File: src/hw/rtl/i2cbm_pkg.sv
// ----------------------------------------------------------------------------
// i2cbm_pkg: shared types and constants
// Command codes, queue item layout and widths for the I2C bit-level master.
// ----------------------------------------------------------------------------
package i2cbm_pkg;

  localparam int DELAY_W     = 16;
  localparam int BYTE_W      = 8;
  localparam int OP_W        = 3;
  localparam int BIT_IDX_W   = 3;
  localparam int CFG_AW      = 3;
  localparam int CFG_DW      = 32;
  localparam int CFG_IDX_W   = 1;
  localparam int QUEUE_DEPTH = 2;
  localparam int QPTR_W      = 1;
  localparam int QCNT_W      = 2;

  localparam logic [DELAY_W-1:0]   DELAY_RESET = 16'd10;
  localparam logic [CFG_IDX_W-1:0] REG_DELAY   = 1'd0;

  // raw op field codes
  localparam logic [OP_W-1:0] OP_NONE  = 3'd0;
  localparam logic [OP_W-1:0] OP_START = 3'd1;
  localparam logic [OP_W-1:0] OP_STOP  = 3'd2;
  localparam logic [OP_W-1:0] OP_WRITE = 3'd3;
  localparam logic [OP_W-1:0] OP_READ  = 3'd4;

  typedef enum logic [2:0] {
    CMD_NONE,
    CMD_START,
    CMD_STOP,
    CMD_WRITE,
    CMD_READ
  } cmd_t;

  // one classified tick, as it travels from front to back
  typedef struct packed {
    cmd_t              cmd;
    logic [BYTE_W-1:0] tx_byte;
    logic              send_ack;
    logic              sda_in;
  } item_t;

endpackage

File: src/hw/rtl/i2cbm_if.sv
// ----------------------------------------------------------------------------
// i2cbm channel interfaces
// Valid/ready channels for input ticks and result ticks.
// ----------------------------------------------------------------------------
interface i2cbm_in_if;
  logic                           valid;
  logic                           ready;
  logic [i2cbm_pkg::OP_W-1:0]     op;
  logic [i2cbm_pkg::BYTE_W-1:0]   tx_byte;
  logic                           send_ack;
  logic                           sda_in;

  modport source (output valid, op, tx_byte, send_ack, sda_in, input ready);
  modport sink   (input valid, op, tx_byte, send_ack, sda_in, output ready);
endinterface

interface i2cbm_out_if;
  logic                           valid;
  logic                           ready;
  logic                           scl_low;
  logic                           sda_low;
  logic                           busy_res;
  logic                           done_res;
  logic [i2cbm_pkg::BYTE_W-1:0]   rx_byte;
  logic                           nack;

  modport source (output valid, scl_low, sda_low, busy_res, done_res, rx_byte, nack,
                  input ready);
  modport sink   (input valid, scl_low, sda_low, busy_res, done_res, rx_byte, nack,
                  output ready);
endinterface

File: src/hw/rtl/i2cbm_front.sv
// ----------------------------------------------------------------------------
// i2cbm_front: input classifier
// Accepts input ticks and decodes the op field into a command.
// ----------------------------------------------------------------------------
module i2cbm_front (
  i2cbm_in_if.sink          in_ch,
  output logic              push_valid,
  input  logic              push_ready,
  output i2cbm_pkg::item_t  push_item
);

  i2cbm_pkg::cmd_t cmd;

  // unknown op codes behave as no command
  always_comb begin
    unique case (in_ch.op)
      i2cbm_pkg::OP_START: cmd = i2cbm_pkg::CMD_START;
      i2cbm_pkg::OP_STOP:  cmd = i2cbm_pkg::CMD_STOP;
      i2cbm_pkg::OP_WRITE: cmd = i2cbm_pkg::CMD_WRITE;
      i2cbm_pkg::OP_READ:  cmd = i2cbm_pkg::CMD_READ;
      default:             cmd = i2cbm_pkg::CMD_NONE;
    endcase
  end

  assign push_valid         = in_ch.valid;
  assign in_ch.ready        = push_ready;
  assign push_item.cmd      = cmd;
  assign push_item.tx_byte  = in_ch.tx_byte;
  assign push_item.send_ack = in_ch.send_ack;
  assign push_item.sda_in   = in_ch.sda_in;

endmodule

File: src/hw/rtl/i2cbm_queue.sv
// ----------------------------------------------------------------------------
// i2cbm_queue: two-entry item queue
// Decouples the classifier from the bus engine.
// ----------------------------------------------------------------------------
module i2cbm_queue (
  input  logic              clk,
  input  logic              rst_n,
  input  logic              push_valid,
  output logic              push_ready,
  input  i2cbm_pkg::item_t  push_item,
  output logic              pop_valid,
  input  logic              pop_ready,
  output i2cbm_pkg::item_t  pop_item
);

  i2cbm_pkg::item_t                 mem_r [i2cbm_pkg::QUEUE_DEPTH];
  logic [i2cbm_pkg::QPTR_W-1:0]     wr_ptr_r, rd_ptr_r;
  logic [i2cbm_pkg::QCNT_W-1:0]     cnt_r, cnt_nxt;
  logic                             push, pop;

  assign push_ready = (cnt_r != i2cbm_pkg::QCNT_W'(i2cbm_pkg::QUEUE_DEPTH));
  assign pop_valid  = (cnt_r != '0);
  assign pop_item   = mem_r[rd_ptr_r];
  assign push       = push_valid && push_ready;
  assign pop        = pop_valid && pop_ready;

  always_comb begin
    cnt_nxt = cnt_r;
    if (push && !pop) begin
      cnt_nxt = cnt_r + 1'b1;
    end else if (pop && !push) begin
      cnt_nxt = cnt_r - 1'b1;
    end
  end

  always_ff @(posedge clk) begin
    if (!rst_n) begin
      wr_ptr_r <= '0;
      rd_ptr_r <= '0;
      cnt_r    <= '0;
    end else begin
      cnt_r <= cnt_nxt;
      if (push) begin
        wr_ptr_r <= wr_ptr_r + 1'b1;
      end
      if (pop) begin
        rd_ptr_r <= rd_ptr_r + 1'b1;
      end
    end
  end

  always_ff @(posedge clk) begin
    if (push) begin
      mem_r[wr_ptr_r] <= push_item;
    end
  end

endmodule

File: src/hw/rtl/i2cbm_back.sv
// ----------------------------------------------------------------------------
// i2cbm_back: bus sequencer
// Runs one line action per tick and registers the result.
// ----------------------------------------------------------------------------
module i2cbm_back (
  input  logic                             clk,
  input  logic                             rst_n,
  input  logic [i2cbm_pkg::DELAY_W-1:0]    delay_ticks,
  input  logic                             pop_valid,
  output logic                             pop_ready,
  input  i2cbm_pkg::item_t                 pop_item,
  i2cbm_out_if.source                      out_ch
);

  localparam int PH_N = 29;

  typedef enum logic [PH_N-1:0] {
    P_IDLE    = 29'd1 << 0,
    P_S_SDA   = 29'd1 << 1,
    P_S_DLY   = 29'd1 << 2,
    P_S_SCL   = 29'd1 << 3,
    P_P_SDA   = 29'd1 << 4,
    P_P_DLY1  = 29'd1 << 5,
    P_P_SCL   = 29'd1 << 6,
    P_P_DLY2  = 29'd1 << 7,
    P_P_REL   = 29'd1 << 8,
    P_W_BIT   = 29'd1 << 9,
    P_W_DLY1  = 29'd1 << 10,
    P_W_SCLH  = 29'd1 << 11,
    P_W_DLY2  = 29'd1 << 12,
    P_W_SCLL  = 29'd1 << 13,
    P_W_REL   = 29'd1 << 14,
    P_W_DLY3  = 29'd1 << 15,
    P_W_ACKH  = 29'd1 << 16,
    P_W_DLY4  = 29'd1 << 17,
    P_W_SAMP  = 29'd1 << 18,
    P_R_SCLH  = 29'd1 << 19,
    P_R_DLY1  = 29'd1 << 20,
    P_R_SAMP  = 29'd1 << 21,
    P_R_DLY2  = 29'd1 << 22,
    P_R_ACK   = 29'd1 << 23,
    P_R_SCLH2 = 29'd1 << 24,
    P_R_DLY3  = 29'd1 << 25,
    P_R_SCLL  = 29'd1 << 26,
    P_R_DLY4  = 29'd1 << 27,
    P_R_REL   = 29'd1 << 28
  } phase_t;

  phase_t                              phase_r, phase_nxt, ph;
  logic                                scl_r, scl_nxt, sda_r, sda_nxt;
  logic [i2cbm_pkg::BIT_IDX_W-1:0]     bit_r, bit_nxt, bit_cur;
  logic [i2cbm_pkg::DELAY_W-1:0]       hold_r, hold_nxt, hold_cur, hold_inc, limit;
  logic [i2cbm_pkg::BYTE_W-1:0]        shift_r, shift_nxt, shift_cur;
  logic [i2cbm_pkg::BYTE_W-1:0]        rx_r, rx_nxt;
  logic                                ack_flag_r, ack_flag_nxt;
  logic                                ack_send_r, ack_send_nxt;
  logic                                fire, busy, done;
  logic                                step;
  logic                                out_valid_r;
  logic                                o_busy_r, o_done_r;

  // advance whenever an item is queued and the output register is free or being drained
  assign step      = pop_valid && (!out_valid_r || out_ch.ready);
  assign pop_ready = step;

  assign limit    = (delay_ticks == '0) ? i2cbm_pkg::DELAY_W'(1) : delay_ticks;
  assign hold_inc = hold_cur + 1'b1;
  assign fire     = (hold_inc >= limit);

  always_comb begin
    ph           = phase_r;
    bit_cur      = bit_r;
    hold_cur     = hold_r;
    shift_cur    = shift_r;
    ack_send_nxt = ack_send_r;
    // a command given while idle runs its first action in this same tick
    if (phase_r == P_IDLE) begin
      case (pop_item.cmd)
        i2cbm_pkg::CMD_START: ph = P_S_SDA;
        i2cbm_pkg::CMD_STOP:  ph = P_P_SDA;
        i2cbm_pkg::CMD_WRITE: begin
          ph        = P_W_BIT;
          shift_cur = pop_item.tx_byte;
        end
        i2cbm_pkg::CMD_READ: begin
          ph           = P_R_SCLH;
          shift_cur    = '0;
          ack_send_nxt = pop_item.send_ack;
        end
        default: ph = P_IDLE;
      endcase
      if (ph != P_IDLE) begin
        bit_cur  = '1;
        hold_cur = '0;
      end
    end
  end

  always_comb begin
    phase_nxt    = ph;
    scl_nxt      = scl_r;
    sda_nxt      = sda_r;
    bit_nxt      = bit_cur;
    hold_nxt     = hold_cur;
    shift_nxt    = shift_cur;
    rx_nxt       = rx_r;
    ack_flag_nxt = ack_flag_r;
    done         = 1'b0;
    busy         = (ph != P_IDLE);
    unique case (ph)
      P_IDLE: ;
      P_S_SDA: begin
        sda_nxt   = 1'b1;
        phase_nxt = P_S_DLY;
      end
      P_S_SCL: begin
        scl_nxt = 1'b1;
        done    = 1'b1;
      end
      P_P_SDA: begin
        sda_nxt   = 1'b1;
        phase_nxt = P_P_DLY1;
      end
      P_P_SCL: begin
        scl_nxt   = 1'b0;
        phase_nxt = P_P_DLY2;
      end
      P_P_REL: begin
        sda_nxt = 1'b0;
        done    = 1'b1;
      end
      P_W_BIT: begin
        sda_nxt   = ~shift_cur[bit_cur];
        phase_nxt = P_W_DLY1;
      end
      P_W_SCLH: begin
        scl_nxt   = 1'b0;
        phase_nxt = P_W_DLY2;
      end
      P_W_SCLL: begin
        scl_nxt = 1'b1;
        if (bit_cur == '0) begin
          phase_nxt = P_W_REL;
        end else begin
          bit_nxt   = bit_cur - 1'b1;
          phase_nxt = P_W_BIT;
        end
      end
      P_W_REL: begin
        sda_nxt   = 1'b0;
        phase_nxt = P_W_DLY3;
      end
      P_W_ACKH: begin
        scl_nxt   = 1'b0;
        phase_nxt = P_W_DLY4;
      end
      P_W_SAMP: begin
        ack_flag_nxt = pop_item.sda_in;
        scl_nxt      = 1'b1;
        done         = 1'b1;
      end
      P_R_SCLH: begin
        scl_nxt   = 1'b0;
        phase_nxt = P_R_DLY1;
      end
      P_R_SAMP: begin
        if (pop_item.sda_in) begin
          shift_nxt[bit_cur] = 1'b1;
        end
        scl_nxt   = 1'b1;
        phase_nxt = P_R_DLY2;
      end
      P_R_DLY2: begin
        hold_nxt = fire ? '0 : hold_inc;
        if (fire) begin
          if (bit_cur == '0) begin
            phase_nxt = P_R_ACK;
          end else begin
            bit_nxt   = bit_cur - 1'b1;
            phase_nxt = P_R_SCLH;
          end
        end
      end
      P_R_ACK: begin
        sda_nxt   = ack_send_nxt;
        phase_nxt = P_R_SCLH2;
      end
      P_R_SCLH2: begin
        scl_nxt   = 1'b0;
        phase_nxt = P_R_DLY3;
      end
      P_R_SCLL: begin
        scl_nxt   = 1'b1;
        phase_nxt = P_R_DLY4;
      end
      P_R_REL: begin
        sda_nxt = 1'b0;
        rx_nxt  = shift_cur;
        done    = 1'b1;
      end
      // plain bus delays: hold both lines, then move on
      P_S_DLY, P_P_DLY1, P_P_DLY2, P_W_DLY1, P_W_DLY2, P_W_DLY3, P_W_DLY4,
      P_R_DLY1, P_R_DLY3, P_R_DLY4: begin
        hold_nxt = fire ? '0 : hold_inc;
        if (fire) begin
          unique case (ph)
            P_S_DLY:  phase_nxt = P_S_SCL;
            P_P_DLY1: phase_nxt = P_P_SCL;
            P_P_DLY2: phase_nxt = P_P_REL;
            P_W_DLY1: phase_nxt = P_W_SCLH;
            P_W_DLY2: phase_nxt = P_W_SCLL;
            P_W_DLY3: phase_nxt = P_W_ACKH;
            P_W_DLY4: phase_nxt = P_W_SAMP;
            P_R_DLY1: phase_nxt = P_R_SAMP;
            P_R_DLY3: phase_nxt = P_R_SCLL;
            P_R_DLY4: phase_nxt = P_R_REL;
            default:  phase_nxt = P_IDLE;
          endcase
        end
      end
      default: phase_nxt = P_IDLE;
    endcase
    if (done) begin
      phase_nxt = P_IDLE;
      bit_nxt   = '1;
      hold_nxt  = '0;
    end
  end

  always_ff @(posedge clk) begin
    if (!rst_n) begin
      phase_r     <= P_IDLE;
      scl_r       <= 1'b0;
      sda_r       <= 1'b0;
      bit_r       <= '1;
      hold_r      <= '0;
      shift_r     <= '0;
      rx_r        <= '0;
      ack_flag_r  <= 1'b0;
      ack_send_r  <= 1'b0;
      out_valid_r <= 1'b0;
    end else begin
      if (step) begin
        phase_r    <= phase_nxt;
        scl_r      <= scl_nxt;
        sda_r      <= sda_nxt;
        bit_r      <= bit_nxt;
        hold_r     <= hold_nxt;
        shift_r    <= shift_nxt;
        rx_r       <= rx_nxt;
        ack_flag_r <= ack_flag_nxt;
        ack_send_r <= ack_send_nxt;
      end
      if (step) begin
        out_valid_r <= 1'b1;
      end else if (out_ch.ready) begin
        out_valid_r <= 1'b0;
      end
    end
  end

  always_ff @(posedge clk) begin
    if (step) begin
      o_busy_r <= busy;
      o_done_r <= done;
    end
  end

  assign out_ch.valid    = out_valid_r;
  assign out_ch.scl_low  = scl_r;
  assign out_ch.sda_low  = sda_r;
  assign out_ch.busy_res = o_busy_r;
  assign out_ch.done_res = o_done_r;
  assign out_ch.rx_byte  = rx_r;
  assign out_ch.nack     = ack_flag_r;

endmodule

File: src/hw/rtl/i2c_bit_level_master.sv
// ----------------------------------------------------------------------------
// i2c_bit_level_master: open-drain I2C master bit engine
// Start, stop, byte write and byte read sequences, one bus tick per item.
// ----------------------------------------------------------------------------
//
//  channel  | direction | handshake     | carries
//  ---------+-----------+---------------+----------------------------------------
//  in_ch    | in        | valid/ready   | op, tx_byte, send_ack, sda_in
//  out_ch   | out       | valid/ready   | scl_low, sda_low, busy_res, done_res,
//           |           |               | rx_byte, nack
//  cfg_*    | in        | APB, pready=1 | delay_ticks at byte address 0
//
// Rate: one tick per clock sustained while the output is not blocked; each
// result passes through the item queue and then the output register.
// The sequencer advances one phase per transfer, so the rate does not
// depend on the bus delay.
// Reset: delay_ticks returns to 10, both lines released, sequencer idle.
// Stalls: a blocked output holds the sequencer; the two-entry queue keeps
// taking input until it fills.
//
module i2c_bit_level_master (
  input  logic                                clk,
  input  logic                                rst_n,
  i2cbm_in_if.sink                            in_ch,
  i2cbm_out_if.source                         out_ch,
  input  logic                                cfg_psel,
  input  logic                                cfg_penable,
  input  logic                                cfg_pwrite,
  input  logic [i2cbm_pkg::CFG_AW-1:0]        cfg_paddr,
  input  logic [i2cbm_pkg::CFG_DW-1:0]        cfg_pwdata,
  output logic [i2cbm_pkg::CFG_DW-1:0]        cfg_prdata,
  output logic                                cfg_pready
);

  logic [i2cbm_pkg::DELAY_W-1:0]   delay_r;
  logic [i2cbm_pkg::CFG_IDX_W-1:0] cfg_idx;
  logic                            cfg_wr;
  logic                            push_valid, push_ready;
  logic                            pop_valid, pop_ready;
  i2cbm_pkg::item_t                push_item, pop_item;

  // register index is the word address
  assign cfg_idx    = cfg_paddr[i2cbm_pkg::CFG_AW-1:2];
  assign cfg_pready = 1'b1;
  assign cfg_wr     = cfg_psel && cfg_penable && cfg_pwrite && cfg_pready;

  always_ff @(posedge clk) begin
    if (!rst_n) begin
      delay_r <= i2cbm_pkg::DELAY_RESET;
    end else if (cfg_wr && (cfg_idx == i2cbm_pkg::REG_DELAY)) begin
      delay_r <= cfg_pwdata[i2cbm_pkg::DELAY_W-1:0];
    end
  end

  // unmapped addresses read back as zero
  always_comb begin
    cfg_prdata = '0;
    if (cfg_idx == i2cbm_pkg::REG_DELAY) begin
      cfg_prdata = i2cbm_pkg::CFG_DW'(delay_r);
    end
  end

  // classify each tick as it arrives
  i2cbm_front u_front (
    .in_ch      (in_ch),
    .push_valid (push_valid),
    .push_ready (push_ready),
    .push_item  (push_item)
  );

  // buffer classified ticks between front and sequencer
  i2cbm_queue u_queue (
    .clk        (clk),
    .rst_n      (rst_n),
    .push_valid (push_valid),
    .push_ready (push_ready),
    .push_item  (push_item),
    .pop_valid  (pop_valid),
    .pop_ready  (pop_ready),
    .pop_item   (pop_item)
  );

  // drive the bus lines, one action per transfer
  i2cbm_back u_back (
    .clk         (clk),
    .rst_n       (rst_n),
    .delay_ticks (delay_r),
    .pop_valid   (pop_valid),
    .pop_ready   (pop_ready),
    .pop_item    (pop_item),
    .out_ch      (out_ch)
  );

endmodule

File: src/flat_wrapper.sv
// flat-port wrapper written by rule: the top's interface ports become plain ports
module i2c_bit_level_master_flat 
  (clk, rst_n, cfg_psel, cfg_penable, cfg_pwrite, cfg_paddr, cfg_pwdata, cfg_prdata, cfg_pready, in_ch_valid, in_ch_op, in_ch_tx_byte, in_ch_send_ack, in_ch_sda_in, in_ch_ready, out_ch_valid, out_ch_scl_low, out_ch_sda_low, out_ch_busy_res, out_ch_done_res, out_ch_rx_byte, out_ch_nack, out_ch_ready);
  i2cbm_in_if in_ch_i ();
  i2cbm_out_if out_ch_i ();
  input  logic clk;
  input  logic rst_n;
  input  logic cfg_psel;
  input  logic cfg_penable;
  input  logic cfg_pwrite;
  input  logic [i2cbm_pkg::CFG_AW-1:0] cfg_paddr;
  input  logic [i2cbm_pkg::CFG_DW-1:0] cfg_pwdata;
  output logic [i2cbm_pkg::CFG_DW-1:0] cfg_prdata;
  output logic cfg_pready;
  input wire logic [$bits(in_ch_i.valid)-1:0] in_ch_valid;
  input wire logic [$bits(in_ch_i.op)-1:0] in_ch_op;
  input wire logic [$bits(in_ch_i.tx_byte)-1:0] in_ch_tx_byte;
  input wire logic [$bits(in_ch_i.send_ack)-1:0] in_ch_send_ack;
  input wire logic [$bits(in_ch_i.sda_in)-1:0] in_ch_sda_in;
  output wire logic [$bits(in_ch_i.ready)-1:0] in_ch_ready;
  output wire logic [$bits(out_ch_i.valid)-1:0] out_ch_valid;
  output wire logic [$bits(out_ch_i.scl_low)-1:0] out_ch_scl_low;
  output wire logic [$bits(out_ch_i.sda_low)-1:0] out_ch_sda_low;
  output wire logic [$bits(out_ch_i.busy_res)-1:0] out_ch_busy_res;
  output wire logic [$bits(out_ch_i.done_res)-1:0] out_ch_done_res;
  output wire logic [$bits(out_ch_i.rx_byte)-1:0] out_ch_rx_byte;
  output wire logic [$bits(out_ch_i.nack)-1:0] out_ch_nack;
  input wire logic [$bits(out_ch_i.ready)-1:0] out_ch_ready;
  assign in_ch_i.valid = in_ch_valid;
  assign in_ch_i.op = in_ch_op;
  assign in_ch_i.tx_byte = in_ch_tx_byte;
  assign in_ch_i.send_ack = in_ch_send_ack;
  assign in_ch_i.sda_in = in_ch_sda_in;
  assign in_ch_ready = in_ch_i.ready;
  assign out_ch_valid = out_ch_i.valid;
  assign out_ch_scl_low = out_ch_i.scl_low;
  assign out_ch_sda_low = out_ch_i.sda_low;
  assign out_ch_busy_res = out_ch_i.busy_res;
  assign out_ch_done_res = out_ch_i.done_res;
  assign out_ch_rx_byte = out_ch_i.rx_byte;
  assign out_ch_nack = out_ch_i.nack;
  assign out_ch_i.ready = out_ch_ready;
  i2c_bit_level_master u_core (.clk(clk), .rst_n(rst_n), .in_ch(in_ch_i), .out_ch(out_ch_i), .cfg_psel(cfg_psel), .cfg_penable(cfg_penable), .cfg_pwrite(cfg_pwrite), .cfg_paddr(cfg_paddr), .cfg_pwdata(cfg_pwdata), .cfg_prdata(cfg_prdata), .cfg_pready(cfg_pready));
endmodule
File: config.mk
export PLATFORM = sky130hd
export DESIGN_NAME = i2c_bit_level_master_flat
export DESIGN_NICKNAME = d
export VERILOG_FILES = /design/src/hw/rtl/i2cbm_pkg.sv /design/src/hw/rtl/i2cbm_if.sv /design/src/hw/rtl/i2cbm_front.sv /design/src/hw/rtl/i2cbm_queue.sv /design/src/hw/rtl/i2cbm_back.sv /design/src/hw/rtl/i2c_bit_level_master.sv /design/src/flat_wrapper.sv
export SDC_FILE = /design/constraint.sdc
export NUM_CORES = 1
export LEC_CHECK = 0
export BUFFER_PORTS_ARGS = -buffer_cell sky130_fd_sc_hd__buf_2
export CORE_AREA = 2 2 157 159
export DETAILED_ROUTE_END_ITERATION = 8
export DIE_AREA = 0 0 159 161
export PLACE_DENSITY = 0.48
export SLEW_MARGIN = 25
export SYNTH_ARGS = -nofsm -noshare
export SYNTH_HDL_FRONTEND = slang
export SYNTH_SLANG_ARGS = --single-unit
File: constraint.sdc
create_clock -name clk -period 6.3 [get_ports clk]
set_clock_uncertainty 0.15 [all_clocks]
set_input_delay 1.26 -clock clk [delete_from_list [all_inputs] [get_ports clk]]
set_output_delay 1.26 -clock clk [all_outputs]
set_load 0.005 [all_outputs]
==> results.ini <==
[outcome]
outcome=finished, final reports clean

[grt]
antenna_found_initial=0
grt_pass1_wl_um=33300
grt_pass1_vias=6084
grt.total_usage_pct=16.3
grt_overflow=0
grt_max_degree=52

[floorplanning]
io_pins=103
row_count=57
die_h_um=161
design.core.area_sq_um=24000
start_util_pct=29.4
die-width_um=159
die_area_sq_um=25600

[pwr]
leakage_nw=3.25
p_per_area_nw_per_um2=355
vdd_drop_max_uv=186
total_power_mw=2.95

[logic_synthesis]
synth_ff_type=dfxtp_1
ys_seq_area_share_pct=37.6
synth_xor_area_share_pct=2.12
synth_mux_area_share_pct=3.22
synth_edf_count=28
synth-adder-area-share_pct=3.56
synth_compound_area_share_pct=19.3
syn_area_sq_um=7040
synth_top_area_share_pct=25.6
synthCells=829
synth-seq-cells=118
synth_top_cell_by_area=dfxtp_1
synth_cell_types=82
synth_top_family_by_area=simple AND/OR/NAND/NOR gates
async_reset_ff_share_pct=0
synthMostInstantiatedCell=nor2_1
synth-simple-area-share_pct=28.2
yosysWarnings=0
synth_common_cells=nor2_1 (94), nand2_1 (92), dfxtp_1 (90)
postSynthAreaPerCell_sq_um=8.49
ys_top_cells_by_area=dfxtp_1 (26%), edfxtp_1 (12%), nor2_1 (5.0%)

[setup_path]
cp_max_fo=9
critPathSlowestCell=nor4_1
cp.buffers_inverters=1
worstPathCellList=nor4_4 -> and4_1 -> o2111ai_1 -> and2_1 -> ha_1 -> and3_1 -> nand4_1 -> nor4_1 -> buf_4 -> nand3_1 -> xor2_1 -> nor2_1 -> ha_1 -> nand4_1 -> nor4_1 -> a21o_1 -> nand3_1 -> o31ai_1
cp_slowest_stage_delay_ns=0.57
start_kind=flip-flop
rr_worst_depth=18
crit_type=reg -> reg
reg2reg_from=u_core.u_back.phase_r[12]$_SDFFE_PN0P_
cp.arrival_ns=5.89
r2r_slack_ns=0.59
crit_path_end_kind=flip-flop
r2r_end=u_core.u_back.phase_r[21]$_SDFFE_PN0P_
cpLargestDelayFamily=simple AND/OR/NAND/NOR gates
cp.required_ns=6.48

[hold_path]
hold_start=u_core.delay_r[6]$_SDFFE_PN0P_
hold_depth=2
min_path_type=reg -> reg
holdPathEnd=u_core.delay_r[6]$_SDFFE_PN0P_

[sta]
max_slew_margin_pct=36.5
tightest_slew_ns=0.948
rsz0062_at_grt=no
final_hold_viol_count=0
setup_violations=0
min_period_over_period_pct=90.7
layout_setup_ws_ns=0.588
slew_viol_final=0
min_period_ns=5.71
finalSetupTns_ns=0
fmax_mhz=175

[cts]
numCtsBuffers=17
hold_buffers=0
cts_buffer_depth=2
ctsRootBufferMaster=clkbuf_16
clk_latency_ns=0.42
clk_pin_slew_worst_paths_ns=0.06
cts_resized=0
h-tree-depth=4
numClockSinks=118
post-cts-setup-buffer-count=0
cts_tree=built

[final_layout]
syn_to_final_growth_pct=18.1
antenna_cells=0
layout-drive-gt1-share_pct=16.4
layout.nets=962

[drt]
drc=0
wl_um=21000
final_antenna_net_count=0
wl_per_cell_um=17.1
first_pass_iters=5
drt-initial-drc-count=346
vias=6399
post_drt_via_cell_ratio=5.23

[placed_design]
place_congestion=0.899
pre_cts_ws_ns=0.610
hpwl_um=15000
numPortBuffers=67

[flow_run]
maxCapViolCount=0

layer usage:
layer / routed length (um) / vias to the layer above / GRT usage [%] / share of wire [%]
met5: 0 / - / 0 / 0
met4: 447 / 0 / 6.53 / 2.1
met3: 962 / 38 / 2.41 / 4.6
met2: 9580 / 179 / 26.1 / 46
met1: 9980 / 3029 / 22.0 / 48
li1: - / 3153 / - / -
registers in the layout (all words and copies together) (netlist names), named ones only:
name	cells
u_core.u_back.out_ch.nack	1
u_core.u_back.out_ch.sda_low	1
u_core.u_back.out_ch.done_res	1
u_core.u_queue.rd_ptr_r	1
u_core.u_back.out_ch.rx_byte	8
u_core.u_back.phase_r	29
u_core.u_queue.wr_ptr_r	1
u_core.u_back.hold_r	16
u_core.u_back.bit_r	3
u_core.u_back.out_ch.valid	1
u_core.u_queue.cnt_r	2
u_core.u_back.out_ch.scl_low	1
u_core.u_back.ack_send_r	1
u_core.u_back.out_ch.busy_res	1
u_core.delay_r	16
u_core.u_queue.mem_r	26
u_core.u_back.shift_r	8
layout by cell type, fill, tap and decap left out, drive strengths merged, types with 9 or more instances in the layout:
cell type	instances
o21ai	39
nand4b	10
edfxtp	28
nor3b	9
dfxtp	90
and3	11
nor2	94
conb	17
a22o	16
nor3	36
mux2i	17
o211ai	9
nand2	92
clkbuf	20
nor4	25
o31ai	10
nand3	28
a21oi	50
inv	29
nand4	14
ha	20
xor2	9
a21o	10
buf	80
worst min-delay path, cell delays in order (launching register included):
cell	delay, ns
dfxtp_1	0.32
nand2_1	0.05
a21oi_1	0.05
power breakdown:
group	internal, mW	total [mW]	switching, mW
Clock	0.752	1.12	0.371
Sequential	0.865	0.919	0.0542
Combinational	0.268	0.907	0.639
worst max-delay path by stage:
stage | start | end | slack (ns) | cells after the start
after detailed placement | u_core.u_back.phase_r[12]$_SDFFE_PN0P_ | u_core.u_back.phase_r[19]$_SDFFE_PN0P_ | 0.61 | 18
final | u_core.u_back.phase_r[12]$_SDFFE_PN0P_ | u_core.u_back.phase_r[21]$_SDFFE_PN0P_ | 0.59 | 18
after global placement | u_core.u_back.phase_r[12]$_SDFFE_PN0P_ | u_core.u_back.phase_r[21]$_SDFFE_PN0P_ | 0.61 | 18
after CTS | u_core.u_back.phase_r[12]$_SDFFE_PN0P_ | u_core.u_back.phase_r[21]$_SDFFE_PN0P_ | 0.56 | 18
after global routing | u_core.u_queue.mem_r[1][12]$_DFFE_PP_ | u_core.u_back.phase_r[19]$_SDFFE_PN0P_ | 0.18 | 19
after floorplan | u_core.u_back.phase_r[27]$_SDFFE_PN0P_ | u_core.u_back.phase_r[10]$_SDFFE_PN0P_ | 0.83 | 24
cell families after synthesis:
family          Yosys count
compound gates          194
xor+xnor                 17
fa+ha+maj                20
buf+inv                  87
flops                   118
mux                      22
other cells               2
simple gates            369
cell type report:
cell class	instances	area, sq um
Multi-Input combinational cell	639	4040
Fill cell	2560	15700
Timing Repair Buffer	80	433
Clock inverter	12	225
Clock buffer	20	447
Sequential cell	118	2640
Inverter	31	116
Tap cell	324	405
through the flow:
| stage | util (%) | area, sq um | hold slack, ns | cells |
|---|---|---|---|---|
| finish | 34.7 | 8310 | 0.320 | 1224 |
| global route | 34.7 | 8310 | 0.339 | 1224 |
| CTS | 34.7 | 8310 | 0.322 | 1224 |
| detailed placement | 31.9 | 7640 | 0.310 | 1192 |
| global placement | 31.9 | 7640 | 0.307 | 1192 |
| floorplan | - | 7090 | 0.295 | 844 |
Note: power is estimated with default switching activity, not from simulation.
